==> config.mk <==
export PLATFORM = sky130hd
export DESIGN_NAME = framed_command_handler_crc16
export DESIGN_NICKNAME = d
export VERILOG_FILES = /design/src/hw/rtl/fch_pkg.sv /design/src/hw/rtl/fch_crc.sv /design/src/hw/rtl/fch_regs.sv /design/src/hw/rtl/framed_command_handler_crc16.sv
export SDC_FILE = /design/constraint.sdc
export NUM_CORES = 1
export LEC_CHECK = 0
export BUFFER_PORTS_ARGS = -buffer_cell sky130_fd_sc_hd__buf_4
export CAP_MARGIN = 15
export CORE_MARGIN = 1
export CORE_UTILIZATION = 50
export CTS_BUF_LIST = sky130_fd_sc_hd__clkbuf_8
export DETAILED_ROUTE_END_ITERATION = 10
export GPL_ROUTABILITY_DRIVEN = 0
export GPL_TIMING_DRIVEN = 0
export MAX_ROUTING_LAYER = met4
export PLACE_DENSITY = 0.66
export SLEW_MARGIN = 40
export SYNTH_ARGS = -nofsm -noshare
export SYNTH_HDL_FRONTEND = slang
export SYNTH_SLANG_ARGS = --single-unit
==> constraint.sdc <==
create_clock -name clk -period 3.35 [get_ports clk]
set_input_delay 0.1675 -clock clk [delete_from_list [all_inputs] [get_ports clk]]
set_output_delay 0.1675 -clock clk [all_outputs]
set_load 0.1 [all_outputs]
==> src/hw/rtl/fch_pkg.sv <==
// ----------------------------------------------------------------------------
// fch_pkg
// Constants and types shared by the framed command handler modules.
// ----------------------------------------------------------------------------
package fch_pkg;

    localparam int FRAME_LEN = 7;
    localparam int BODY_LEN  = 5;
    localparam int CRC_CNT_W = $clog2(8 + 1);

    localparam logic [15:0] CRC_POLY = 16'h8408;
    localparam logic [15:0] CRC_INIT = 16'hFFFF;

    localparam logic [7:0] ACK_BYTE    = 8'h05;
    localparam logic [7:0] NACK_BYTE   = 8'h15;
    localparam logic [7:0] OP_READ     = 8'h31;
    localparam logic [7:0] OP_WRITE    = 8'h32;
    localparam logic [7:0] SUB_VERSION = 8'h30;
    localparam logic [7:0] SUB_TIME    = 8'h31;
    localparam logic [7:0] SUB_DATE    = 8'h32;
    localparam logic [7:0] SUB_ALARM   = 8'h33;
    localparam logic [7:0] ASCII_ZERO  = 8'd48;
    localparam logic [7:0] FILL_BYTE   = 8'hFF;

    // Reset values of the stored settings
    localparam logic [7:0] RST_VERSION   = 8'd1;
    localparam logic [7:0] RST_REVISION  = 8'd2;
    localparam logic [7:0] RST_HOUR      = 8'd0;
    localparam logic [7:0] RST_MINUTE    = 8'd0;
    localparam logic [7:0] RST_SECOND    = 8'd0;
    localparam logic [7:0] RST_DAY       = 8'd4;
    localparam logic [7:0] RST_MONTH     = 8'd6;
    localparam logic [15:0] RST_YEAR     = 16'd2018;
    localparam logic [7:0] RST_ALARM_HR  = 8'd5;
    localparam logic [7:0] RST_ALARM_MIN = 8'd10;

    // Five-byte reply or frame body
    typedef logic [BODY_LEN-1:0][7:0] body_t;

    // Command to the bit-serial CRC unit
    typedef struct packed {
        logic load;  // take a byte and start shifting it in
        logic init;  // restart the CRC from its initial value
    } crc_cmd_t;

endpackage

==> src/hw/rtl/fch_crc.sv <==
// ----------------------------------------------------------------------------
// fch_crc
// Bit-serial CRC-16/X-25 unit: one byte is loaded, then shifted in LSB first.
// ----------------------------------------------------------------------------
module fch_crc
    import fch_pkg::*;
(
    input  logic           clk,
    input  logic           rst_n,
    input  crc_cmd_t       cmd,
    input  logic [7:0]     data,
    output logic           busy,
    output logic [15:0]    result
);

    logic [15:0]          crc_reg, crc_next;
    logic [7:0]           sh_reg, sh_next;
    logic [CRC_CNT_W-1:0] cnt_reg, cnt_next;
    logic                 fb;

    assign busy   = (cnt_reg != '0);
    assign result = ~crc_reg;
    assign fb     = crc_reg[0] ^ sh_reg[0];

    // Load a byte or advance one bit
    always_comb
    begin
        crc_next = crc_reg;
        sh_next  = sh_reg;
        cnt_next = cnt_reg;
        if (cmd.load)
        begin
            sh_next  = data;
            cnt_next = CRC_CNT_W'(8);
            if (cmd.init)
            begin
                crc_next = CRC_INIT;
            end
        end
        else if (busy)
        begin
            crc_next = (crc_reg >> 1) ^ (fb ? CRC_POLY : 16'h0000);
            sh_next  = sh_reg >> 1;
            cnt_next = cnt_reg - CRC_CNT_W'(1);
        end
    end

    always_ff @(posedge clk or negedge rst_n)
    begin
        if (!rst_n)
        begin
            cnt_reg <= '0;
            crc_reg <= CRC_INIT;
        end
        else
        begin
            cnt_reg <= cnt_next;
            crc_reg <= crc_next;
        end
    end

    always_ff @(posedge clk)
    begin
        sh_reg <= sh_next;
    end

endmodule

==> src/hw/rtl/fch_regs.sv <==
// ----------------------------------------------------------------------------
// fch_regs
// Stored settings and reply body; decodes a checked frame into a read reply
// or an echo with a settings update.
// ----------------------------------------------------------------------------
module fch_regs
    import fch_pkg::*;
(
    input  logic  clk,
    input  logic  rst_n,
    input  logic  apply,
    input  body_t frame,
    output body_t reply
);

    body_t      reply_reg, reply_next;
    logic [7:0] version_reg, version_next;
    logic [7:0] revision_reg, revision_next;
    logic [7:0] hour_reg, hour_next;
    logic [7:0] minute_reg, minute_next;
    logic [7:0] second_reg, second_next;
    logic [7:0] day_reg, day_next;
    logic [7:0] month_reg, month_next;
    // only the low byte of the year is ever sent back
    logic [7:0] year_lo_reg, year_lo_next;
    logic [7:0] alarm_hr_reg, alarm_hr_next;
    logic [7:0] alarm_min_reg, alarm_min_next;

    logic [7:0] v2, v3, v4;

    assign reply = reply_reg;
    assign v2    = frame[2] - ASCII_ZERO;
    assign v3    = frame[3] - ASCII_ZERO;
    assign v4    = frame[4] - ASCII_ZERO;

    // Decode op and subcommand
    always_comb
    begin
        reply_next     = reply_reg;
        version_next   = version_reg;
        revision_next  = revision_reg;
        hour_next      = hour_reg;
        minute_next    = minute_reg;
        second_next    = second_reg;
        day_next       = day_reg;
        month_next     = month_reg;
        year_lo_next   = year_lo_reg;
        alarm_hr_next  = alarm_hr_reg;
        alarm_min_next = alarm_min_reg;
        if (apply && frame[0] == OP_READ)
        begin
            reply_next[0] = frame[0];
            reply_next[1] = frame[1];
            case (frame[1])
                SUB_VERSION:
                begin
                    reply_next[2] = version_reg;
                    reply_next[3] = revision_reg;
                    reply_next[4] = 8'h00;
                end
                SUB_TIME:
                begin
                    reply_next[2] = hour_reg;
                    reply_next[3] = minute_reg;
                    reply_next[4] = second_reg;
                end
                SUB_DATE:
                begin
                    reply_next[2] = day_reg;
                    reply_next[3] = month_reg;
                    reply_next[4] = year_lo_reg;
                end
                SUB_ALARM:
                begin
                    reply_next[2] = alarm_hr_reg;
                    reply_next[3] = alarm_min_reg;
                    reply_next[4] = FILL_BYTE;
                end
                default:
                begin
                    // unknown subcommand keeps the old value bytes
                end
            endcase
        end
        else if (apply && frame[0] == OP_WRITE)
        begin
            reply_next = frame;
            case (frame[1])
                SUB_VERSION:
                begin
                    version_next  = v2;
                    revision_next = v3;
                end
                SUB_TIME:
                begin
                    hour_next   = v2;
                    minute_next = v3;
                    second_next = v4;
                end
                SUB_DATE:
                begin
                    day_next     = v2;
                    month_next   = v3;
                    year_lo_next = v4;
                end
                SUB_ALARM:
                begin
                    alarm_hr_next  = v2;
                    alarm_min_next = v3;
                end
                default:
                begin
                    // echo only
                end
            endcase
        end
    end

    always_ff @(posedge clk or negedge rst_n)
    begin
        if (!rst_n)
        begin
            reply_reg     <= '0;
            version_reg   <= RST_VERSION;
            revision_reg  <= RST_REVISION;
            hour_reg      <= RST_HOUR;
            minute_reg    <= RST_MINUTE;
            second_reg    <= RST_SECOND;
            day_reg       <= RST_DAY;
            month_reg     <= RST_MONTH;
            year_lo_reg   <= RST_YEAR[7:0];
            alarm_hr_reg  <= RST_ALARM_HR;
            alarm_min_reg <= RST_ALARM_MIN;
        end
        else
        begin
            reply_reg     <= reply_next;
            version_reg   <= version_next;
            revision_reg  <= revision_next;
            hour_reg      <= hour_next;
            minute_reg    <= minute_next;
            second_reg    <= second_next;
            day_reg       <= day_next;
            month_reg     <= month_next;
            year_lo_reg   <= year_lo_next;
            alarm_hr_reg  <= alarm_hr_next;
            alarm_min_reg <= alarm_min_next;
        end
    end

endmodule

==> src/hw/rtl/framed_command_handler_crc16.sv <==
// ----------------------------------------------------------------------------
// framed_command_handler_crc16
// Gathers 7-byte command frames, checks their CRC-16/X-25 and sends
// NACK, or ACK followed by a 7-byte response with its own CRC.
// ----------------------------------------------------------------------------
// Each of the first five frame bytes is taken in one transfer, then rx_stall
// stays high while the single bit-serial CRC unit shifts it in and until the
// block returns to receiving. The two CRC bytes are taken without a stall.
// The check is made once the output register is free. For a good frame the
// same CRC unit then runs over the five reply bytes, after which the seven
// reply bytes leave at one per cycle while the output is not stalled. The
// next frame is taken only once the reply is loaded for sending; the cost of
// a good frame is set by the CRC unit working one bit per cycle, and a
// stalled output adds its stall cycles. last flags the final byte of each
// reply; a NACK reply is one byte long.
module framed_command_handler_crc16
    import fch_pkg::*;
(
    input  logic       clk,
    input  logic       rst_n,
    input  logic       rx_valid,
    output logic       rx_stall,
    input  logic [7:0] rx_byte,
    output logic       tx_valid,
    input  logic       tx_stall,
    output logic [7:0] tx_byte,
    output logic       last
);

    typedef enum logic [4:0] {
        S_RX      = 5'b00001,
        S_CRC_IN  = 5'b00010,
        S_CHECK   = 5'b00100,
        S_CRC_OUT = 5'b01000,
        S_SEND    = 5'b10000
    } state_t;

    state_t     state_reg, state_next;
    logic [2:0] cnt_reg, cnt_next;
    logic [2:0] idx_reg, idx_next;
    logic [7:0] frame_reg [FRAME_LEN];

    logic       tx_valid_reg, tx_valid_next;
    logic [7:0] tx_byte_reg, tx_byte_next;
    logic       last_reg, last_next;

    logic       rx_xfer;
    logic       out_free;
    logic       out_load;
    logic [7:0] out_byte;
    logic       out_last;
    logic       crc_ok;
    logic       apply;

    crc_cmd_t   crc_cmd;
    logic [7:0] crc_data;
    logic       crc_busy;
    logic [15:0] crc_result;

    body_t      frame_body;
    body_t      reply;
    logic [7:0] reply_sel;

    assign rx_stall = (state_reg != S_RX);
    assign rx_xfer  = rx_valid && !rx_stall;
    assign out_free = !tx_valid_reg || !tx_stall;
    assign tx_valid = tx_valid_reg;
    assign tx_byte  = tx_byte_reg;
    assign last     = last_reg;

    assign crc_ok = (crc_result[7:0] == frame_reg[5]) && (crc_result[15:8] == frame_reg[6]);

    always_comb
    begin
        for (int i = 0; i < BODY_LEN; i++)
        begin
            frame_body[i] = frame_reg[i];
        end
    end

    // Reply byte at the current index (only indexes below the body length)
    always_comb
    begin
        reply_sel = 8'h00;
        for (int i = 0; i < BODY_LEN; i++)
        begin
            if (idx_reg == 3'(i))
            begin
                reply_sel = reply[i];
            end
        end
    end

    // Frame byte capture
    always_ff @(posedge clk)
    begin
        if (rx_xfer)
        begin
            frame_reg[cnt_reg] <= rx_byte;
        end
    end

    // Sequencer
    always_comb
    begin
        state_next   = state_reg;
        cnt_next     = cnt_reg;
        idx_next     = idx_reg;
        crc_cmd.load = 1'b0;
        crc_cmd.init = 1'b0;
        crc_data     = rx_byte;
        out_load     = 1'b0;
        out_byte     = ACK_BYTE;
        out_last     = 1'b0;
        apply        = 1'b0;
        case (state_reg)
            S_RX:
            begin
                if (rx_xfer)
                begin
                    if (cnt_reg < 3'(BODY_LEN))
                    begin
                        crc_cmd.load = 1'b1;
                        crc_cmd.init = (cnt_reg == 3'd0);
                        state_next   = S_CRC_IN;
                    end
                    if (cnt_reg == 3'(FRAME_LEN - 1))
                    begin
                        cnt_next   = 3'd0;
                        state_next = S_CHECK;
                    end
                    else
                    begin
                        cnt_next = cnt_reg + 3'd1;
                    end
                end
            end
            S_CRC_IN:
            begin
                if (!crc_busy)
                begin
                    state_next = S_RX;
                end
            end
            S_CHECK:
            begin
                if (out_free)
                begin
                    out_load = 1'b1;
                    if (crc_ok)
                    begin
                        apply      = 1'b1;
                        idx_next   = 3'd0;
                        state_next = S_CRC_OUT;
                    end
                    else
                    begin
                        out_byte   = NACK_BYTE;
                        out_last   = 1'b1;
                        state_next = S_RX;
                    end
                end
            end
            S_CRC_OUT:
            begin
                crc_data = reply_sel;
                if (!crc_busy)
                begin
                    if (idx_reg < 3'(BODY_LEN))
                    begin
                        crc_cmd.load = 1'b1;
                        crc_cmd.init = (idx_reg == 3'd0);
                        idx_next     = idx_reg + 3'd1;
                    end
                    else
                    begin
                        idx_next   = 3'd0;
                        state_next = S_SEND;
                    end
                end
            end
            S_SEND:
            begin
                if (idx_reg == 3'(BODY_LEN))
                begin
                    out_byte = crc_result[7:0];
                end
                else if (idx_reg == 3'(BODY_LEN + 1))
                begin
                    out_byte = crc_result[15:8];
                    out_last = 1'b1;
                end
                else
                begin
                    out_byte = reply_sel;
                end
                if (out_free)
                begin
                    out_load = 1'b1;
                    if (out_last)
                    begin
                        idx_next   = 3'd0;
                        state_next = S_RX;
                    end
                    else
                    begin
                        idx_next = idx_reg + 3'd1;
                    end
                end
            end
            default:
            begin
                state_next = S_RX;
            end
        endcase
    end

    // Output register: load a new transfer or drop a taken one
    always_comb
    begin
        tx_valid_next = tx_valid_reg;
        tx_byte_next  = tx_byte_reg;
        last_next     = last_reg;
        if (out_load)
        begin
            tx_valid_next = 1'b1;
            tx_byte_next  = out_byte;
            last_next     = out_last;
        end
        else if (!tx_stall)
        begin
            tx_valid_next = 1'b0;
        end
    end

    always_ff @(posedge clk or negedge rst_n)
    begin
        if (!rst_n)
        begin
            state_reg    <= S_RX;
            cnt_reg      <= 3'd0;
            idx_reg      <= 3'd0;
            tx_valid_reg <= 1'b0;
        end
        else
        begin
            state_reg    <= state_next;
            cnt_reg      <= cnt_next;
            idx_reg      <= idx_next;
            tx_valid_reg <= tx_valid_next;
        end
    end

    always_ff @(posedge clk)
    begin
        tx_byte_reg <= tx_byte_next;
        last_reg    <= last_next;
    end

    fch_crc u_crc (
        .clk    (clk),
        .rst_n  (rst_n),
        .cmd    (crc_cmd),
        .data   (crc_data),
        .busy   (crc_busy),
        .result (crc_result)
    );

    fch_regs u_regs (
        .clk   (clk),
        .rst_n (rst_n),
        .apply (apply),
        .frame (frame_body),
        .reply (reply)
    );

endmodule

Word-level counts from Yosys, hierarchy flattened:

Memories as Yosys holds them, arrays and structs flattened.
Cells that the tools add are included.

* reduce and logical (&&, ||, !) cells: 24
* bitwise operators: 4
* equal/unequal tests: 33
* magnitude comparators: 2
* $add $sub $neg: 6
* muxes and demuxes: 61

Operator list (count)
* $pmux W24 S4: 1
* $mux W40: 2
* $mux W8: 10
* $mux W16: 4
* $mux W5: 11
* $eq A8 B6 Y1 const B: 6
* $pmux W5 S5: 1
* $sub A8 B6 Y8 const B: 3
* $mux W3: 7
* $ne A2 B2 Y1 const B: 9
* $eq A8 B8 Y1: 2
* $not A16 Y16: 1
* $pmux W8 S2: 1
* $xor A15 B16 Y16: 1
* $mux W1: 14
* $eq A3 B3 Y1 const B: 4
* $mux W4: 3
* $reduce_and A3 Y1: 4
* $pmux W3 S3: 1
* $mux W2: 4
* $reduce_and A8 Y1: 1
* $add A3 B1 Y3 const B: 2
* $eq A3 B2 Y1 const B: 2
* $logic_not A3 Y1: 2
* 25 further kinds: 34

* word-level logic and storage cells: 155
* memories: 1
* RAM bits: 56
* flip-flop bits (word level): 169

Memory list
* frame_reg: words 7, width 8, read ports 7, clocked after memory_dff 0, write ports 1, line framed_command_handler_crc16.sv:41 `logic [7:0] frame_reg [FRAME_LEN];`

Longest topological paths before layout:

* depth in word-level cells: 9
* mapped depth: 10
* gate-level depth less buffers: 7

Modules after synthesis:

Synthesis repeated with hierarchy kept, for this count alone.

* cell total of the unflattened synthesis: 864
* area total of the unflattened synthesis: 10746.6 µm²

By module, submodules not included
* fch_regs: area an instance 5805.6 µm², sequential area each 3019.1 µm², cells an instance 468, instances 1
* framed_command_handler_crc16: area an instance 3694.8 µm², sequential area each 2253.4 µm², cells an instance 302, instances 1
* fch_crc: area an instance 1246.2 µm², sequential area each 760.7 µm², cells an instance 94, instances 1

Worst setup path before layout:

OpenSTA, ideal clock, no wires.

* path type: reg2reg
* from: register state_reg[3]
* to: register u_crc.crc_reg[11]
* setup slack: 605 ps
* cell stages (with the launch flop): 8
* arrival: 2684 ps
* cells stage by stage: dfrtp_1 clkbuf_2 nor3_1 nand3_1 nor4_1 nand3b_1 buf_2 o22a_1

* cells in the longest elaborated chain, start to end: 7

Ends and longest elaborated chain
* from (decl): line framed_command_handler_crc16.sv:38 `state_t state_reg, state_next;`
* from (signal assigned): line framed_command_handler_crc16.sv:247 `state_reg <= state_next;`
* $ne A5 B1 Y1: line framed_command_handler_crc16.sv:64 `assign rx_stall = (state_reg != S_RX);`
* $logic_not A1 Y1: line framed_command_handler_crc16.sv:65 `assign rx_xfer = rx_valid && !rx_stall;`
* $logic_and A1 B1 Y1: line framed_command_handler_crc16.sv:65
* $mux W2: line framed_command_handler_crc16.sv:119 `if (rx_xfer)`
* $pmux W2 S2 (*): line framed_command_handler_crc16.sv:116 `case (state_reg)`
* $ne A2 B2 Y1 (no line) or $reduce_bool A2 Y1 (tied branches)
* $reduce_and A2 Y1 (no line)
* to (signal assigned): line fch_crc.sv:58 `crc_reg <= crc_next;`
* to (decl): line fch_crc.sv:16 `logic [15:0] crc_reg, crc_next;`

Every way passes the cells marked *; elsewhere a longest branch is shown, timed or not.
A chain may end at the register's enable or synchronous reset.

Final worst setup path:

* from: register idx_reg[1]
* to: register tx_byte_reg[3] (netlist: tx_byte[3]) (data pin)

* cells in the longest elaborated chain, start to end: 9

Ends and longest elaborated chain
* from (decl): line framed_command_handler_crc16.sv:40 `logic [2:0] idx_reg, idx_next;`
* from (signal assigned): line framed_command_handler_crc16.sv:249 `idx_reg <= idx_next;`
* $logic_not A3 Y1: line framed_command_handler_crc16.sv:87 `if (idx_reg == 3'(i))`
* $mux W8 (5 in a row): line framed_command_handler_crc16.sv:87
* $mux W8: line framed_command_handler_crc16.sv:188 `else if (idx_reg == 3'(BODY_LEN + 1))`
* $mux W8 (*): line framed_command_handler_crc16.sv:184 `if (idx_reg == 3'(BODY_LEN))`
* $pmux W8 S2 (*): line framed_command_handler_crc16.sv:116
* net out_byte[3]: line framed_command_handler_crc16.sv:50 `logic [7:0] out_byte;`
* to (signal assigned): line framed_command_handler_crc16.sv:256 `tx_byte_reg <= tx_byte_next;`
* to (decl): line framed_command_handler_crc16.sv:44 `logic [7:0] tx_byte_reg, tx_byte_next;`

The timed path passes the listed nets; every way through them passes the cells marked *.

==> impl_results.md <==
- Startpoint Class: flip-flop
- Register bit count reported by yosys: 225
- Period utilization: 88.7%
- Starting Density: 51.4%
- Worst-skew pair later-pin latency: 560 ps
- Top-area cell type share of the netlist area: 28.0%
- Worst-case clock buffer depth: 3
- Die Y: 150 um
- First-pass GRT wire length: 45300 um
- WL per Instance: 22.4 um
- Kind of end point of the critical path: flip-flop
- Initial DRC count: 702
- Worst hold slack: 149 ps
- Leak: 0.00517 uW
- # setup viols final: 0
- Final core occ: 58.2%
- Total Routing Usage GR: 27.8%
- CP max FO: 10
- Die width: 150 um
- Pwr dens: 629 nW/um2
- Diodes inserted: 0
- Largest net degree at the start of global routing: 64
- Highest clock rate: 0.337 GHz
- FP Rows: 53
- Clock skew: 28.0 ps
- Full die area: 22400 um2
- Synth area leaders: dfrtp_1, edfxtp_1, mux2_2
- H-tree Lvls: 2
- DRT Pass-1 Iters: 5
- Syn Area/Cell: 11.9 um2
- # IOs: 23
- Yosys warns: 0
- Remaining DRCs: 0
- Antenna violations before repair: 0
- Setup TNS Final: 0 ps
- FFs w/ async S/R, synth: 67.6%
- Synthesized cell area: 10900 um2
- Sink Count: 225
- Share of cells above drive strength 1: 23.3%
- Worst Setup Slack, final: 378 ps
- Max reg flops: 56
- TritonCTS clock tree: built
- GRT overflow: 0
- Number of global-route vias before repair: 7739
- Final HPWL DP: 20500 um
- Post-CTS Setup Repair Bufs: 0
- Post-synth top cells: dfrtp_1, mux2_2, edfxtp_1, nand4_1, nor2_1
- Number of synthesized flops with an enable pin: 73
- Rel. slew slack: 43.9%
- Status: finished clean
- Vias: 8025
- Cell taking the most area after synthesis: dfrtp_1
- Most common cell in the netlist: dfrtp_1
- Drt total wl: 29100 um
- Setup WS pre-CTS: 447 ps
- Core area: 21200 um2
- Root Buffer: clkbuf_8
- Syn-to-layout area delta: 13.3%
- Antenna Violating Nets Remaining: 0
- RSZ-0062 raised after global routing: false
- Cells after synthesis: 918
- Synth Flop Type: dfrtp_1
- Required time of the critical path: 3690 ps
- Library cells used by synthesis: 65
- Syn_nets: 939
- DP Area: 11500 um2
- Seq/Total Area, Yosys: 55.3%
- CTS buffer count: 39
- Slew Limit Fails: 0
- Hold WC Path Type: input pin to asynchronous set/reset pin
- CTS clk-pin slew, worst paths: 60 ps
- Max_cap viols: 0
- Min Tclk post-route: 2970 ps
- Worst-Margin Slew: 836 ps
- Port Buffers: 22
- Arrival time at the worst endpoint: 3310 ps
- WS Path Type: flip-flop to flip-flop
- Vias per cell: 6.16
- Endpoints failing hold: 0
- Fin area: 12300 um2
- NumNets Final: 1017
- Peak supply drop: 0.000290 V
[cell families (layout without fill, tap and decap cells)]
logic type / Yosys count / in the layout / share of synthesized area [%]
AOI/OAI and AO/OA: 183 / 183 / 12.1
xor gates and xnor gates: 29 / 29 / 2.33
adders and majority gates: 9 / 9 / 1.03
buffers and inverters: 108 / 217 / 4.25
DFF: 225 / 225 / 55.3
muxes: 111 / 111 / 11.2
and+or+nand+nor: 253 / 253 / 13.7
[routing by layer]
metal  vias up  GRT usage, %  share of wire, %
met2       335          40.1                45
met3        66          3.93               6.9
li1       3617             -                 -
met4         0          10.0               2.9
met5         -             -                 0
met1      4007          40.0                46
[power breakdown]
group          internal (uW)  switching, uW  total (uW)
clock network           1180           1120        2310
logic                    695           1260        1960
registers               3230            270        3500
[stage by stage]
step,std cells,power (uW)
after floorplan,918,4830
after global placement,1215,5370
after detailed placement,1219,5450
after CTS,1302,7770
after global routing,1302,8160
final,1302,7770
[worst paths after layout]
path,slack [ps],end,startpoint,cells past startpoint
max,380,tx_byte[3],idx_reg[1],8
min,150,tx_valid,rst_n,2
max reg2reg,380,tx_byte[3],idx_reg[1],8
min reg2reg,480,u_regs.reply[5],u_regs.reply[5],1
max in group asynchronous,2500,u_regs.year_lo_reg[5],rst_n,3
min in group clk,480,u_regs.reply[5],u_regs.reply[5],1
[area by class of cell]
cell class | count | area (um2)
Fill cell | 1809 | 8870
Sequential cell | 225 | 6030
Multi-Input combinational cell | 585 | 4460
Clock buffer | 43 | 592
Tap cell | 275 | 344
Timing Repair Buffer | 37 | 340
Buffer | 74 | 335
Inverter | 34 | 128
Clock inverter | 29 | 121
[worst max-delay path: stages (launching register included)]
cell and delay [ps]:
dfrtp_1 420, inv_1 120, ha_1 270, clkbuf_1 410, clkbuf_1 460, a221oi_1 200
o31ai_1 450, nand2_1 140, a221oi_1 300
[what timing repair did]
| action | in CTS | in global routing |
|---|---|---|
| resized for setup | 0 | 0 |
| hold buffers | 11 | 0 |
| hold endpoints to repair | 198 | 0 |
[cells in the final DEF (no fill, tap or decap), drive strengths merged, types with 22 or more instances in the layout]
cell type / instances
dfstp: 30
nand2: 31
edfxtp: 73
nor2: 55
dfrtp: 122
buf: 47
mux2i: 31
mux2: 80
o21ai: 43
inv: 48
nand4: 57
a21oi: 29
xnor2: 22
clkbuf: 96
No activity file was read; power rests on OpenSTA's default activity.
